<file path="src/gda_pkg.sv">
// Shared types, constants and calendar helper functions for the Gregorian
// date arithmetic block. No dependencies.
package gda_pkg;

  localparam int DAY_COUNT_BITS_DEF = 23;
  localparam int DAY_BITS = 22;

  localparam logic [1:0] ST_OK      = 2'd0;
  localparam logic [1:0] ST_INVALID = 2'd1;
  localparam logic [1:0] ST_RANGE   = 2'd2;

  localparam logic [13:0] YEAR_MAX = 14'd9999;
  localparam logic [21:0] DAYS_MIN = 22'd146037;
  localparam logic [21:0] DAYS_MAX = 22'd3798461;
  localparam logic [17:0] ERA_DAYS = 18'd146097;

  localparam logic [14:0] M100   = 15'(((64'd1 << 21) + 64'd99) / 64'd100);
  localparam logic [22:0] M_ERA  = 23'(((64'd1 << 40) + 64'd146096) / 64'd146097);
  localparam logic [18:0] M1460  = 19'(((64'd1 << 29) + 64'd1459) / 64'd1460);
  localparam logic [18:0] M36524 = 19'(((64'd1 << 34) + 64'd36523) / 64'd36524);
  localparam logic [18:0] M365   = 19'(((64'd1 << 27) + 64'd364) / 64'd365);
  localparam logic [11:0] M153   = 12'(((64'd1 << 19) + 64'd152) / 64'd153);

  typedef struct packed {
    logic [13:0] y;
    logic [3:0]  m;
    logic [4:0]  d;
    logic [14:0] yy;
    logic [7:0]  qy;
    logic [7:0]  qyy;
    logic [8:0]  doy;
  } date_pre_t;

  typedef struct packed {
    logic       mode;
    logic [1:0] status;
    logic       a_first;
    logic       equal;
  } side_t;

  function automatic logic [7:0] div100(input logic [14:0] x);
    logic [29:0] p;
    p = 30'(x) * 30'(M100);
    return 8'(p >> 21);
  endfunction

  function automatic logic [8:0] month_start(input logic [3:0] mp);
    logic [8:0] s;
    case (mp)
      4'd0:    s = 9'd0;
      4'd1:    s = 9'd31;
      4'd2:    s = 9'd61;
      4'd3:    s = 9'd92;
      4'd4:    s = 9'd122;
      4'd5:    s = 9'd153;
      4'd6:    s = 9'd184;
      4'd7:    s = 9'd214;
      4'd8:    s = 9'd245;
      4'd9:    s = 9'd275;
      4'd10:   s = 9'd306;
      4'd11:   s = 9'd337;
      default: s = 9'd0;
    endcase
    return s;
  endfunction

  function automatic logic [4:0] month_len(input logic [3:0] m);
    logic [4:0] l;
    case (m)
      4'd2:                      l = 5'd28;
      4'd4, 4'd6, 4'd9, 4'd11:   l = 5'd30;
      4'd1, 4'd3, 4'd5, 4'd7,
      4'd8, 4'd10, 4'd12:        l = 5'd31;
      default:                   l = 5'd0;
    endcase
    return l;
  endfunction

  function automatic date_pre_t date_prep(input logic [13:0] y, input logic [3:0] m,
                                          input logic [4:0] d);
    date_pre_t p;
    logic [3:0] mp;
    p.y   = y;
    p.m   = m;
    p.d   = d;
    p.yy  = 15'(y) + 15'd400 - ((m <= 4'd2) ? 15'd1 : 15'd0);
    p.qy  = div100(15'(y));
    p.qyy = div100(p.yy);
    mp    = (m > 4'd2) ? m - 4'd3 : m + 4'd9;
    p.doy = month_start(mp) + 9'(d) - 9'd1;
    return p;
  endfunction

  function automatic logic date_ok(input date_pre_t p);
    logic [14:0] h;
    logic        leap;
    logic [4:0]  len;
    h    = 15'(p.qy) * 15'd100;
    leap = ((p.y[1:0] == 2'd0) && (15'(p.y) != h)) ||
           ((15'(p.y) == h) && (p.qy[1:0] == 2'd0));
    len  = month_len(p.m) + (((p.m == 4'd2) && leap) ? 5'd1 : 5'd0);
    return (p.y <= YEAR_MAX) && (p.m >= 4'd1) && (p.m <= 4'd12) &&
           (p.d != 5'd0) && (p.d <= len);
  endfunction

  function automatic logic [21:0] date_days(input date_pre_t p);
    logic [22:0] s;
    s = 23'(p.yy) * 23'd365 + 23'(p.yy >> 2) - 23'(p.qyy) + 23'(p.qyy >> 2) + 23'(p.doy);
    return 22'(s);
  endfunction

endpackage

</file>
<file path="src/gda_if.sv">
// Request and result channel interfaces of the date arithmetic block.
// Depends on nothing; the day count width is a parameter.
interface gda_in_if #(parameter int DAY_COUNT_BITS = 23);
  logic                             valid;
  logic                             ready;
  logic                             mode;
  logic [13:0]                      year_a;
  logic [3:0]                       month_a;
  logic [4:0]                       day_a;
  logic [13:0]                      year_b;
  logic [3:0]                       month_b;
  logic [4:0]                       day_b;
  logic signed [DAY_COUNT_BITS-1:0] offset;

  modport source (output valid, mode, year_a, month_a, day_a, year_b, month_b, day_b,
                  offset, input ready);
  modport sink (input valid, mode, year_a, month_a, day_a, year_b, month_b, day_b,
                offset, output ready);
endinterface

interface gda_out_if #(parameter int DAY_COUNT_BITS = 23);
  logic                             valid;
  logic                             ready;
  logic [13:0]                      res_year;
  logic [3:0]                       res_month;
  logic [4:0]                       res_day;
  logic signed [DAY_COUNT_BITS-1:0] difference;
  logic                             a_before_b;
  logic                             a_equals_b;
  logic [1:0]                       status;

  modport source (output valid, res_year, res_month, res_day, difference, a_before_b,
                  a_equals_b, status, input ready);
  modport sink (input valid, res_year, res_month, res_day, difference, a_before_b,
                a_equals_b, status, output ready);
endinterface

</file>
<file path="src/gda_from_days.sv">
// Eight-stage pipeline that turns a day number back into year, month and day.
// Depends on gda_pkg; stages advance together on the shared enable.
module gda_from_days
  import gda_pkg::*;
#(
  parameter int DAY_COUNT_BITS = DAY_COUNT_BITS_DEF
) (
  input  logic                             clk,
  input  logic                             rst_n,
  input  logic                             adv,
  input  logic                             in_vld,
  input  side_t                            in_side,
  input  logic signed [DAY_COUNT_BITS-1:0] in_diff,
  input  logic [DAY_BITS-1:0]              in_z,
  output logic                             out_vld,
  output side_t                            out_side,
  output logic signed [DAY_COUNT_BITS-1:0] out_diff,
  output logic [13:0]                      out_year,
  output logic [3:0]                       out_month,
  output logic [4:0]                       out_day
);

  localparam int NSTG = 8;

  logic                             vld_r  [NSTG];
  side_t                            side_r [NSTG];
  logic signed [DAY_COUNT_BITS-1:0] diff_r [NSTG];

  logic [DAY_BITS-1:0] f1_z_r;
  logic [4:0]          f1_era_r, f2_era_r, f3_era_r, f4_era_r, f5_era_r, f6_era_r, f7_era_r;
  logic [17:0]         f2_doe_r, f3_doe_r, f4_doe_r, f5_doe_r;
  logic [6:0]          f3_q1460_r;
  logic [2:0]          f3_q36524_r;
  logic                f3_end_r;
  logic [8:0]          f4_yoe_r, f5_yoe_r, f6_yoe_r, f7_yoe_r;
  logic [17:0]         f5_t_r;
  logic [8:0]          f6_doy_r, f7_doy_r;
  logic [10:0]         f6_x_r;
  logic [3:0]          f7_mp_r;
  logic [13:0]         year_r;
  logic [3:0]          month_r;
  logic [4:0]          day_r;

  logic [44:0] era_p;
  logic [17:0] doe_nxt;
  logic [36:0] q1460_p, q36524_p, yoe_p;
  logic [17:0] num;
  logic [17:0] t_nxt;
  logic [8:0]  doy_nxt;
  logic [22:0] mp_p;
  logic [3:0]  mm;
  logic [14:0] yr;
  logic        keep;

  always_comb begin
    era_p    = 45'(in_z) * 45'(M_ERA);
    doe_nxt  = 18'(22'(f1_z_r) - 22'(f1_era_r) * 22'(ERA_DAYS));
    q1460_p  = 37'(f2_doe_r) * 37'(M1460);
    q36524_p = 37'(f2_doe_r) * 37'(M36524);
    num      = f3_doe_r - 18'(f3_q1460_r) + 18'(f3_q36524_r) - 18'(f3_end_r);
    yoe_p    = 37'(num) * 37'(M365);
    t_nxt    = 18'(f4_yoe_r) * 18'd365 + 18'(f4_yoe_r >> 2) - 18'(div100(15'(f4_yoe_r)));
    doy_nxt  = 9'(f5_doe_r - f5_t_r);
    mp_p     = 23'(f6_x_r) * 23'(M153);
    mm       = (f7_mp_r < 4'd10) ? f7_mp_r + 4'd3 : f7_mp_r - 4'd9;
    yr       = 15'(f7_yoe_r) + 15'(f7_era_r) * 15'd400 + ((mm <= 4'd2) ? 15'd1 : 15'd0)
               - 15'd400;
    keep     = (side_r[6].status == ST_OK) && !side_r[6].mode;
  end

  always_ff @(posedge clk) begin
    if (!rst_n) begin
      for (int i = 0; i < NSTG; i++) vld_r[i] <= 1'b0;
    end else if (adv) begin
      vld_r[0] <= in_vld;
      for (int i = 1; i < NSTG; i++) vld_r[i] <= vld_r[i-1];
    end
  end

  always_ff @(posedge clk) begin
    if (adv) begin
      side_r[0] <= in_side;
      diff_r[0] <= in_diff;
      for (int i = 1; i < NSTG; i++) begin
        side_r[i] <= side_r[i-1];
        diff_r[i] <= diff_r[i-1];
      end
      f1_z_r      <= in_z;
      f1_era_r    <= 5'(era_p >> 40);
      f2_era_r    <= f1_era_r;
      f2_doe_r    <= doe_nxt;
      f3_era_r    <= f2_era_r;
      f3_doe_r    <= f2_doe_r;
      f3_q1460_r  <= 7'(q1460_p >> 29);
      f3_q36524_r <= 3'(q36524_p >> 34);
      f3_end_r    <= (f2_doe_r == ERA_DAYS - 18'd1);
      f4_era_r    <= f3_era_r;
      f4_doe_r    <= f3_doe_r;
      f4_yoe_r    <= 9'(yoe_p >> 27);
      f5_era_r    <= f4_era_r;
      f5_doe_r    <= f4_doe_r;
      f5_yoe_r    <= f4_yoe_r;
      f5_t_r      <= t_nxt;
      f6_era_r    <= f5_era_r;
      f6_yoe_r    <= f5_yoe_r;
      f6_doy_r    <= doy_nxt;
      f6_x_r      <= 11'(doy_nxt) * 11'd5 + 11'd2;
      f7_era_r    <= f6_era_r;
      f7_yoe_r    <= f6_yoe_r;
      f7_doy_r    <= f6_doy_r;
      f7_mp_r     <= 4'(mp_p >> 19);
      year_r      <= keep ? 14'(yr) : 14'd0;
      month_r     <= keep ? mm : 4'd0;
      day_r       <= keep ? 5'(f7_doy_r - month_start(f7_mp_r) + 9'd1) : 5'd0;
    end
  end

  assign out_vld   = vld_r[NSTG-1];
  assign out_side  = side_r[NSTG-1];
  assign out_diff  = diff_r[NSTG-1];
  assign out_year  = year_r;
  assign out_month = month_r;
  assign out_day   = day_r;

endmodule

</file>
<file path="src/gregorian_date_arithmetic.sv">
// Top level of the Gregorian date arithmetic block: date decode, day numbers,
// offset and difference stages, then the gda_from_days pipeline. Uses gda_pkg, gda_if.
//
//   channel | direction | contents
//   in_ch   | request   | mode, date A, date B, signed day offset
//   out_ch  | result    | result date, difference, compare flags, status
//
// One request is taken every cycle unless a stalled result holds the pipeline.
// The depth is set by the day-number conversion and its reciprocal multipliers.
// Reset clears all valid bits; no clearing pass is needed.
// A stalled result freezes the whole pipeline, so nothing is lost or repeated.
module gregorian_date_arithmetic
  import gda_pkg::*;
#(
  parameter int DAY_COUNT_BITS = DAY_COUNT_BITS_DEF
) (
  input logic clk,
  input logic rst_n,
  gda_in_if.sink    in_ch,
  gda_out_if.source out_ch
);

  localparam int NW = ((DAY_COUNT_BITS > 23) ? DAY_COUNT_BITS : 23) + 1;
  localparam logic signed [NW-1:0] DIFF_HI = NW'((64'sd1 <<< (DAY_COUNT_BITS - 1)) - 64'sd1);
  localparam logic signed [NW-1:0] DIFF_LO = -DIFF_HI - NW'(1);

  logic adv;

  logic                             s1_vld_r, s1_mode_r, s1_first_r, s1_equal_r;
  date_pre_t                        s1_a_r, s1_b_r;
  logic signed [DAY_COUNT_BITS-1:0] s1_off_r;

  logic                             s2_vld_r, s2_mode_r, s2_first_r, s2_equal_r;
  logic                             s2_va_r, s2_vb_r;
  logic [DAY_BITS-1:0]              s2_days_a_r, s2_days_b_r;
  logic signed [DAY_COUNT_BITS-1:0] s2_off_r;

  logic                             s3_vld_r;
  side_t                            s3_side_r;
  logic signed [DAY_COUNT_BITS-1:0] s3_diff_r;
  logic [DAY_BITS-1:0]              s3_z_r;

  logic signed [NW-1:0] n, dd, dsat;
  side_t                side_nxt;
  logic                 f_vld;
  side_t                f_side;

  always_comb begin
    n    = NW'(signed'({1'b0, s2_days_a_r})) + NW'(s2_off_r);
    dd   = NW'(signed'({1'b0, s2_days_a_r})) - NW'(signed'({1'b0, s2_days_b_r}));
    dsat = (dd > DIFF_HI) ? DIFF_HI : ((dd < DIFF_LO) ? DIFF_LO : dd);
    side_nxt.mode    = s2_mode_r;
    side_nxt.a_first = s2_first_r;
    side_nxt.equal   = s2_equal_r;
    if (!s2_mode_r) begin
      if (!s2_va_r) begin
        side_nxt.status = ST_INVALID;
      end else if (n < NW'(DAYS_MIN) || n > NW'(DAYS_MAX)) begin
        side_nxt.status = ST_RANGE;
      end else begin
        side_nxt.status = ST_OK;
      end
    end else begin
      side_nxt.status = (s2_va_r && s2_vb_r) ? ST_OK : ST_INVALID;
    end
  end

  assign adv = !f_vld || out_ch.ready;
  assign in_ch.ready = adv;

  always_ff @(posedge clk) begin
    if (!rst_n) begin
      s1_vld_r <= 1'b0;
      s2_vld_r <= 1'b0;
      s3_vld_r <= 1'b0;
    end else if (adv) begin
      s1_vld_r <= in_ch.valid;
      s2_vld_r <= s1_vld_r;
      s3_vld_r <= s2_vld_r;
    end
  end

  always_ff @(posedge clk) begin
    if (adv) begin
      s1_mode_r   <= in_ch.mode;
      s1_a_r      <= date_prep(in_ch.year_a, in_ch.month_a, in_ch.day_a);
      s1_b_r      <= date_prep(in_ch.year_b, in_ch.month_b, in_ch.day_b);
      s1_off_r    <= in_ch.offset;
      s1_equal_r  <= (in_ch.year_a == in_ch.year_b) && (in_ch.month_a == in_ch.month_b) &&
                     (in_ch.day_a == in_ch.day_b);
      s1_first_r  <= {in_ch.year_a, in_ch.month_a, in_ch.day_a} <
                     {in_ch.year_b, in_ch.month_b, in_ch.day_b};
      s2_mode_r   <= s1_mode_r;
      s2_first_r  <= s1_first_r;
      s2_equal_r  <= s1_equal_r;
      s2_off_r    <= s1_off_r;
      s2_va_r     <= date_ok(s1_a_r);
      s2_vb_r     <= date_ok(s1_b_r);
      s2_days_a_r <= date_days(s1_a_r);
      s2_days_b_r <= date_days(s1_b_r);
      s3_side_r   <= side_nxt;
      s3_diff_r   <= (s2_mode_r && side_nxt.status == ST_OK) ? DAY_COUNT_BITS'(dsat) : '0;
      s3_z_r      <= DAY_BITS'(n);
    end
  end

  gda_from_days #(.DAY_COUNT_BITS(DAY_COUNT_BITS)) u_from_days (
    .clk       (clk),
    .rst_n     (rst_n),
    .adv       (adv),
    .in_vld    (s3_vld_r),
    .in_side   (s3_side_r),
    .in_diff   (s3_diff_r),
    .in_z      (s3_z_r),
    .out_vld   (f_vld),
    .out_side  (f_side),
    .out_diff  (out_ch.difference),
    .out_year  (out_ch.res_year),
    .out_month (out_ch.res_month),
    .out_day   (out_ch.res_day)
  );

  assign out_ch.valid      = f_vld;
  assign out_ch.a_before_b = f_side.a_first;
  assign out_ch.a_equals_b = f_side.equal;
  assign out_ch.status     = f_side.status;

  a_bad_no_date : assert property (@(posedge clk) disable iff (!rst_n)
    out_ch.valid && out_ch.status != ST_OK |->
      out_ch.res_year == 14'd0 && out_ch.res_month == 4'd0 && out_ch.res_day == 5'd0)
    else $error("result date not cleared on bad status");

  a_date_no_diff : assert property (@(posedge clk) disable iff (!rst_n)
    out_ch.valid && out_ch.res_month != 4'd0 |-> out_ch.difference == '0)
    else $error("difference set alongside a result date");

  a_cmp_excl : assert property (@(posedge clk) disable iff (!rst_n)
    out_ch.valid && out_ch.a_before_b |-> !out_ch.a_equals_b)
    else $error("before and equal both set");

  a_stall_only : assert property (@(posedge clk) disable iff (!rst_n)
    !in_ch.ready |-> out_ch.valid && !out_ch.ready)
    else $error("request stalled without a blocked result");

endmodule
</file>
<file path="src/flat_wrapper.sv">
// flat-port wrapper written by rule: the top's interface ports become plain ports
module gregorian_date_arithmetic_flat import gda_pkg::*;
#(
  parameter int DAY_COUNT_BITS = DAY_COUNT_BITS_DEF
)
  (clk, rst_n, in_ch_valid, in_ch_mode, in_ch_year_a, in_ch_month_a, in_ch_day_a, in_ch_year_b, in_ch_month_b, in_ch_day_b, in_ch_offset, in_ch_ready, out_ch_valid, out_ch_res_year, out_ch_res_month, out_ch_res_day, out_ch_difference, out_ch_a_before_b, out_ch_a_equals_b, out_ch_status, out_ch_ready);
  gda_in_if #(.DAY_COUNT_BITS(DAY_COUNT_BITS)) in_ch_i ();
  gda_out_if #(.DAY_COUNT_BITS(DAY_COUNT_BITS)) out_ch_i ();
  input logic clk;
  input logic rst_n;
  input wire logic [$bits(in_ch_i.valid)-1:0] in_ch_valid;
  input wire logic [$bits(in_ch_i.mode)-1:0] in_ch_mode;
  input wire logic [$bits(in_ch_i.year_a)-1:0] in_ch_year_a;
  input wire logic [$bits(in_ch_i.month_a)-1:0] in_ch_month_a;
  input wire logic [$bits(in_ch_i.day_a)-1:0] in_ch_day_a;
  input wire logic [$bits(in_ch_i.year_b)-1:0] in_ch_year_b;
  input wire logic [$bits(in_ch_i.month_b)-1:0] in_ch_month_b;
  input wire logic [$bits(in_ch_i.day_b)-1:0] in_ch_day_b;
  input wire logic [$bits(in_ch_i.offset)-1:0] in_ch_offset;
  output wire logic [$bits(in_ch_i.ready)-1:0] in_ch_ready;
  output wire logic [$bits(out_ch_i.valid)-1:0] out_ch_valid;
  output wire logic [$bits(out_ch_i.res_year)-1:0] out_ch_res_year;
  output wire logic [$bits(out_ch_i.res_month)-1:0] out_ch_res_month;
  output wire logic [$bits(out_ch_i.res_day)-1:0] out_ch_res_day;
  output wire logic [$bits(out_ch_i.difference)-1:0] out_ch_difference;
  output wire logic [$bits(out_ch_i.a_before_b)-1:0] out_ch_a_before_b;
  output wire logic [$bits(out_ch_i.a_equals_b)-1:0] out_ch_a_equals_b;
  output wire logic [$bits(out_ch_i.status)-1:0] out_ch_status;
  input wire logic [$bits(out_ch_i.ready)-1:0] out_ch_ready;
  assign in_ch_i.valid = in_ch_valid;
  assign in_ch_i.mode = in_ch_mode;
  assign in_ch_i.year_a = in_ch_year_a;
  assign in_ch_i.month_a = in_ch_month_a;
  assign in_ch_i.day_a = in_ch_day_a;
  assign in_ch_i.year_b = in_ch_year_b;
  assign in_ch_i.month_b = in_ch_month_b;
  assign in_ch_i.day_b = in_ch_day_b;
  assign in_ch_i.offset = in_ch_offset;
  assign in_ch_ready = in_ch_i.ready;
  assign out_ch_valid = out_ch_i.valid;
  assign out_ch_res_year = out_ch_i.res_year;
  assign out_ch_res_month = out_ch_i.res_month;
  assign out_ch_res_day = out_ch_i.res_day;
  assign out_ch_difference = out_ch_i.difference;
  assign out_ch_a_before_b = out_ch_i.a_before_b;
  assign out_ch_a_equals_b = out_ch_i.a_equals_b;
  assign out_ch_status = out_ch_i.status;
  assign out_ch_i.ready = out_ch_ready;
  gregorian_date_arithmetic #(.DAY_COUNT_BITS(DAY_COUNT_BITS)) u_core (.clk(clk), .rst_n(rst_n), .in_ch(in_ch_i), .out_ch(out_ch_i));
endmodule
</file>
<file path="config.mk">
export PLATFORM = sky130hd
export DESIGN_NAME = gregorian_date_arithmetic_flat
export DESIGN_NICKNAME = d
export VERILOG_FILES = /design/src/gda_pkg.sv /design/src/gda_if.sv /design/src/gda_from_days.sv /design/src/gregorian_date_arithmetic.sv /design/src/flat_wrapper.sv
export SDC_FILE = /design/constraint.sdc
export NUM_CORES = 2
export LEC_CHECK = 0
export ABC_AREA = 1
export BUFFER_PORTS_ARGS = -buffer_cell sky130_fd_sc_hd__buf_2
export CAP_MARGIN = 25
export CORE_ASPECT_RATIO = 0.75
export CORE_MARGIN = 2
export CORE_UTILIZATION = 60
export DETAILED_ROUTE_END_ITERATION = 7
export PLACE_DENSITY = 0.79
export SYNTH_ARGS = -nofsm -noshare
export SYNTH_HDL_FRONTEND = slang
export SYNTH_SLANG_ARGS = --single-unit
</file>
<file path="constraint.sdc">
create_clock -name clk -period 33.7 [get_ports clk]
set_input_delay 6.74 -clock clk [delete_from_list [all_inputs] [get_ports clk]]
set_output_delay 6.74 -clock clk [all_outputs]
set_load 0.02 [all_outputs]
</file>
After elaboration in Yosys (flattened, before gate mapping)
Memory sizes are Yosys's and may differ from the RTL's. A register that Yosys moved wholly into a read port is not among the register bits.
Cells that the tools add are included.
- register bits: 488
- RAM bits: 232
- ROM bits: 592
- input port bits: 74
- output and inout port bits: 52
- memories: 8
- memory list (name ; words ; width ; rd ports ; clocked after memory_dff ; wr ports ; RTL line ; source):
    u_core.u_from_days.diff_r ; 8 ; 23 ; 8 ; 0 ; 8 ; gda_from_days.sv:27 ; logic signed [DAY_COUNT_BITS-1:0] diff_r [NSTG];
    (no name shown) ; 16 ; 9 ; 1 ; 0 ; 0 ; gda_pkg.sv:49 ; case (mp)
    (no name shown) ; 16 ; 9 ; 1 ; 0 ; 0 ; gda_pkg.sv:49 ;
    (no name shown) ; 16 ; 9 ; 1 ; 1 ; 0 ; gda_pkg.sv:49 ;
    (no name shown) ; 16 ; 5 ; 1 ; 1 ; 0 ; gda_pkg.sv:69 ; case (m)
    (no name shown) ; 16 ; 5 ; 1 ; 1 ; 0 ; gda_pkg.sv:69 ;
    +2 memories ; n/a ; n/a ; n/a ; n/a ; n/a ; n/a ;
- add/sub/neg operators: 39
- multiply operators: 18
- $lt $le $gt $ge: 19
- equal/unequal tests: 10
- mux-type cells: 35
- bitwise gates (word level): 9
- reduce and logical (&&, ||, !) cells: 34
- operators with widths (kind ; count):
    $mul A18 B16 Y33 const B ; 2
    $mul A14 B13 Y27 const B ; 2
    $mul A15 B13 Y27 const B ; 2
    $add A22 B13 Y22 ; 2
    $add A22 B6 Y22 ; 2
    $add A22 B9 Y22 ; 2
    $mul A15 B9 Y22 const B ; 2
    $mul A22 B22 Y44 const B ; 1
    $sub A22 B8 Y22 ; 2
    $mul A18 B19 Y37 const B ; 1
    $add A14 B9 Y15 const B ; 2
    $eq A14 B15 Y1 ; 2
    $ne A14 B15 Y1 ; 2
    $sub A15 B15 Y15 ; 2
    $le A14 B14 Y1 const B ; 2
    $mul A8 B5 Y13 const B ; 2
    $add A23 B23 Y24 ; 1
    $gt A24 B22 Y1 const B ; 1
    $lt A24 B18 Y1 const B ; 1
    $mux W4 ; 6
    $gt A23 B23 Y1 const B ; 1
    $lt A23 B23 Y1 ; 1
    $lt A23 B23 Y1 const B ; 1
    $mul A11 B12 Y23 const B ; 1
    51 further kinds ; 121

Depth between registers and ports, before layout
- depth in word-level cells: 10
- gate-level depth with buffers: 38

Hierarchy
A second synthesis with hierarchy kept.
- cells, all modules: 8729
- area, all modules: 88105.8 um2
- by module, submodules not included (module ; times used ; cells an instance ; area each (um2) ; seq. area each (um2)):
    gda_from_days ; 1 ; 4568 ; 48776.8 ; 13362.8
    gregorian_date_arithmetic ; 1 ; 4161 ; 39329.0 ; 8408.1

Worst setup path after synthesis
Ideal clock, no wire load.
- kind: input -> output
- from: input port out_ch_ready
- to: output port in_ch_ready
- arrival time: 26.316 ns
- data required time: 26.960 ns
- setup slack: 0.644 ns
- stages on the path: 3
- path buffers: 1
- cells stage by stage: nor2_1 -> inv_1 -> clkbuf_1
- word-level cells in the longest chain between the ends: 1
- RTL lines (item ; RTL line ; source):
    start: declaration ; flat_wrapper.sv:29 ; input wire logic [$bits(out_ch_i.ready)-1:0] out_ch_ready;
    $logic_or A1 B1 Y1 ; gregorian_date_arithmetic.sv:68 ; assign adv = !f_vld || out_ch.ready;
    end: declaration ; flat_wrapper.sv:20 ; output wire logic [$bits(in_ch_i.ready)-1:0] in_ch_ready;
No other way between the ends.

Worst setup path in the final report
Ends and elaborated chain as after synthesis.

==> impl_metrics.ini <==
[final_layout]
final_net_count = 11353
synthToLayoutAreaGrowth_pct = 6.692
final_layout_size_suffix_gt1_share_pct = 4.385

[global_routing]
first_pass_grt_wire_length_mm = 313.9
grt.overflow.total = 0
grt_start_max_net_pins = 91
groute.usage.overall_pct = 26.89
grt_antenna_before_repair = 2
vias_in_the_first_global_route = 59888

[clock_network]
cts_setup_buffers = 0
cts_repair_resize_count = 0
clock_insertion_delay_worst_skew_ns = 0.71
cts_htree_levels = 3
clock_tree_from_tritoncts = done
worst_setup_hold_path_clk_slew_ns = 0.07
clockBufferDepth = 3
clock_root_buffer = sky130_fd_sc_hd__clkbuf_16
clock_sinks = 729
cts_buffers = 79
post_cts_hold_buffer_count = 0

[sta]
layout_worst_path_cycle_share_pct = 43.67
drv_slew = 0
finalClockSkew_ns = 0.03400
timing.slew.headroom_pct = 30.10
setup_total_negative_slack_ns = 0
grt_setup_unrepaired = no
finalWorstPathRequiredPeriod_ns = 14.72
max_freq_ghz = 0.06795
hold_violations = 0
hold_ws_ns = 0.4106
max_slew.worst_pin.slew_ns = 1.048
finalSetupViolCount = 0

[synth]
postSynthCellCount = 8305
synth.yosys.seq_area_share_pct = 25.08
async_reset_ff_share_pct = 0
ff_latch_count_synth = 729
post-synth-top-area-cell = sky130_fd_sc_hd__fa_1
mean_instance_size_in_the_synthesized_netlist_um2 = 10.44
synthDistinctLibCells = 69
syn_nets = 11147
post_synth_xor_area_fraction_pct = 3.104
share_of_synthesized_cell_area_in_and_or_nand_and_nor_gates_pct = 7.202
synth_edf_count = 714
syn_area_mm2 = 0.08670
leading_register_cell_type_out_of_synthesis = sky130_fd_sc_hd__edfxtp_1
synth_largest_type_area_fraction_pct = 24.87
synth_mux_area_share_pct = 0
synth.top_cells.by_area = sky130_fd_sc_hd__fa_1 25%, sky130_fd_sc_hd__edfxtp_1 25%, sky130_fd_sc_hd__ha_1 24%
synthAdderAreaFrac_pct = 49.27
synth_area_in_compound_gates_pct = 5.735
yosysWarningCount = 0
synth_top_family_by_area = adder cells

[critical_path]
setup.worst_path.end_class = output port
timing.setup.critical_path_class = input pin to output port
r2r_setup_slack_ns = 24.98
rr_startpoint = u_core.u_from_days.f3_doe_r[0]$_DFFE_PN_
endpoint_arrival_time_on_the_critical_path_ns = 7.98
path_max_fanout = 91
required_ns = 26.96
cp-start-kind = input pin
beginning_of_the_critical_path = out_ch_ready

[die]
dieHeight_um = 333.2
design.portCount = 126
die_x_um = 442.9
floorplan.die_area_mm2 = 0.1476
row_count = 120
coreArea_mm2 = 0.1431
start_util_pct = 60.59

[routing]
routedWlPerCell_um = 18.43
drc_errors = 0
drtAntennaViolNets = 0
drt_pass1_iterations = 6
drt_first_iter_violations = 3818
route.vias.total = 56885
avgViaCountPerCell = 5.433
postRouteWirelength_mm = 193.0

[flow_run]
maxCapViolCount = 0

[status]
result_of_the_run = completed

[hold_path]
timing.hold.worst.start = u_core.u_from_days.f5_yoe_r[8]$_DFFE_PN_
min-delay-path-class = flip-flop to flip-flop

[placement]
io_buffers = 125
dpl.hpwl_mm = 162.2
globalplace.congestion = 0.9521
## cells in the final DEF (no fill, tap or decap), types with 62 or more instances in the layout
master and n:
sky130_fd_sc_hd__a21oi_1 414, sky130_fd_sc_hd__buf_2 125, sky130_fd_sc_hd__clkbuf_16 79, sky130_fd_sc_hd__edfxtp_1 714, sky130_fd_sc_hd__fa_1 1077, sky130_fd_sc_hd__ha_1 1691, sky130_fd_sc_hd__inv_1 2153, sky130_fd_sc_hd__nand2_1 763
sky130_fd_sc_hd__nand3_1 173, sky130_fd_sc_hd__nand4_1 62, sky130_fd_sc_hd__nor2_1 290, sky130_fd_sc_hd__nor3_1 62, sky130_fd_sc_hd__o21ai_0 203, sky130_fd_sc_hd__xnor2_1 103, sky130_fd_sc_hd__xor2_1 190
## final cells by class
class / count / area [µm²]
Sequential cell: 729 / 21740
Inverter: 2161 / 8119
Clock buffer: 81 / 1984
Tap cell: 1891 / 2366
Clock inverter: 64 / 768.2
Multi-Input combinational cell: 5382 / 56630
Fill cell: 10990 / 50590
Timing Repair Buffer: 158 / 875.8
Antenna cell: 4 / 10.01
## per-stage QoR
stage | area [µm²] | util [%] | std cells | setup WS (ns)
2_1_floorplan | 86700 | - | 8305 | 0.6442
3_3_place_gp | 89700 | 62.69 | 10317 | 18.99
3_5_place_dp | 89720 | 62.70 | 10319 | 18.99
4_1_cts | 92470 | 64.63 | 10464 | 18.98
5_1_grt | 92490 | 64.64 | 10467 | 18.94
6_report | 92500 | 64.65 | 10470 | 18.98
## Yosys cell counts (10+ instances only)
master	number
sky130_fd_sc_hd__a211oi_1	21
sky130_fd_sc_hd__a21o_1	32
sky130_fd_sc_hd__a21oi_1	414
sky130_fd_sc_hd__a31oi_1	24
sky130_fd_sc_hd__buf_4	25
sky130_fd_sc_hd__dfxtp_1	15
sky130_fd_sc_hd__edfxtp_1	714
sky130_fd_sc_hd__fa_1	1077
sky130_fd_sc_hd__ha_1	1691
sky130_fd_sc_hd__inv_1	2154
sky130_fd_sc_hd__nand2_1	763
sky130_fd_sc_hd__nand2_2	17
sky130_fd_sc_hd__nand3_1	173
sky130_fd_sc_hd__nand4_1	62
sky130_fd_sc_hd__nor2_1	291
sky130_fd_sc_hd__nor3_1	63
sky130_fd_sc_hd__nor4_1	26
sky130_fd_sc_hd__o211ai_1	14
sky130_fd_sc_hd__o21a_1	19
sky130_fd_sc_hd__o21ai_0	203
sky130_fd_sc_hd__o21ai_1	11
sky130_fd_sc_hd__o21ai_2	11
sky130_fd_sc_hd__o21bai_1	24
sky130_fd_sc_hd__o221ai_1	10
sky130_fd_sc_hd__o31ai_1	20
sky130_fd_sc_hd__xnor2_1	103
sky130_fd_sc_hd__xor2_1	190
## logic make-up (layout without fill, tap and decap cells)
kind of cell / Yosys count / count (layout)
buffers and inverters: 2194 / 2464
adder cells (fa/ha/maj): 2768 / 2768
AND/OR/NAND/NOR: 1452 / 1452
AO/OA/AOI/OAI: 862 / 862
other: 0 / 4
flip-flops: 729 / 729
XOR/XNOR: 300 / 300
## sequential cells by signal (all words and copies together), names as in the netlist, 10 cells and up, named ones only
signal                       flops
u_core.s2_off_r                 23
u_core.u_from_days.side_r       39
u_core.s3_diff_r                23
u_core.u_from_days.f2_doe_r     18
u_core.s1_b_r                   63
u_core.u_from_days.f1_z_r       18
u_core.u_from_days.diff_r      184
u_core.s1_a_r                   63
u_core.u_from_days.out_year     14
u_core.s1_off_r                 23
u_core.u_from_days.f6_x_r       10
u_core.s2_days_a_r              22
u_core.u_from_days.f3_doe_r     18
u_core.s3_z_r                   22
u_core.s2_days_b_r              22
## per-layer routing
layer	share of wire, %	GRT usage (%)
met4	2.7	6.842
met1	45	37.77
met5	0	0
met3	6.5	4.591
met2	46	43.53
## critical path: stages
cell                     delay [ns]
sky130_fd_sc_hd__buf_2         0.08
sky130_fd_sc_hd__nor2_2        0.03
sky130_fd_sc_hd__buf_4         0.23
sky130_fd_sc_hd__inv_8         0.52
sky130_fd_sc_hd__buf_2         0.29
## path summary, 6_finish.rpt
path,to,cells after the start
worst max register to register,u_core.u_from_days.f4_yoe_r[7]$_DFFE_PN_,31
worst min-delay path,u_core.u_from_days.f6_yoe_r[8]$_DFFE_PN_,0
worst max-delay path,in_ch_ready,5
worst min register to register,u_core.u_from_days.f6_yoe_r[8]$_DFFE_PN_,0
Power is left out: the tool's default activity adds up to more than one toggle a clock period on the data nets, which glitch-free logic cannot reach.
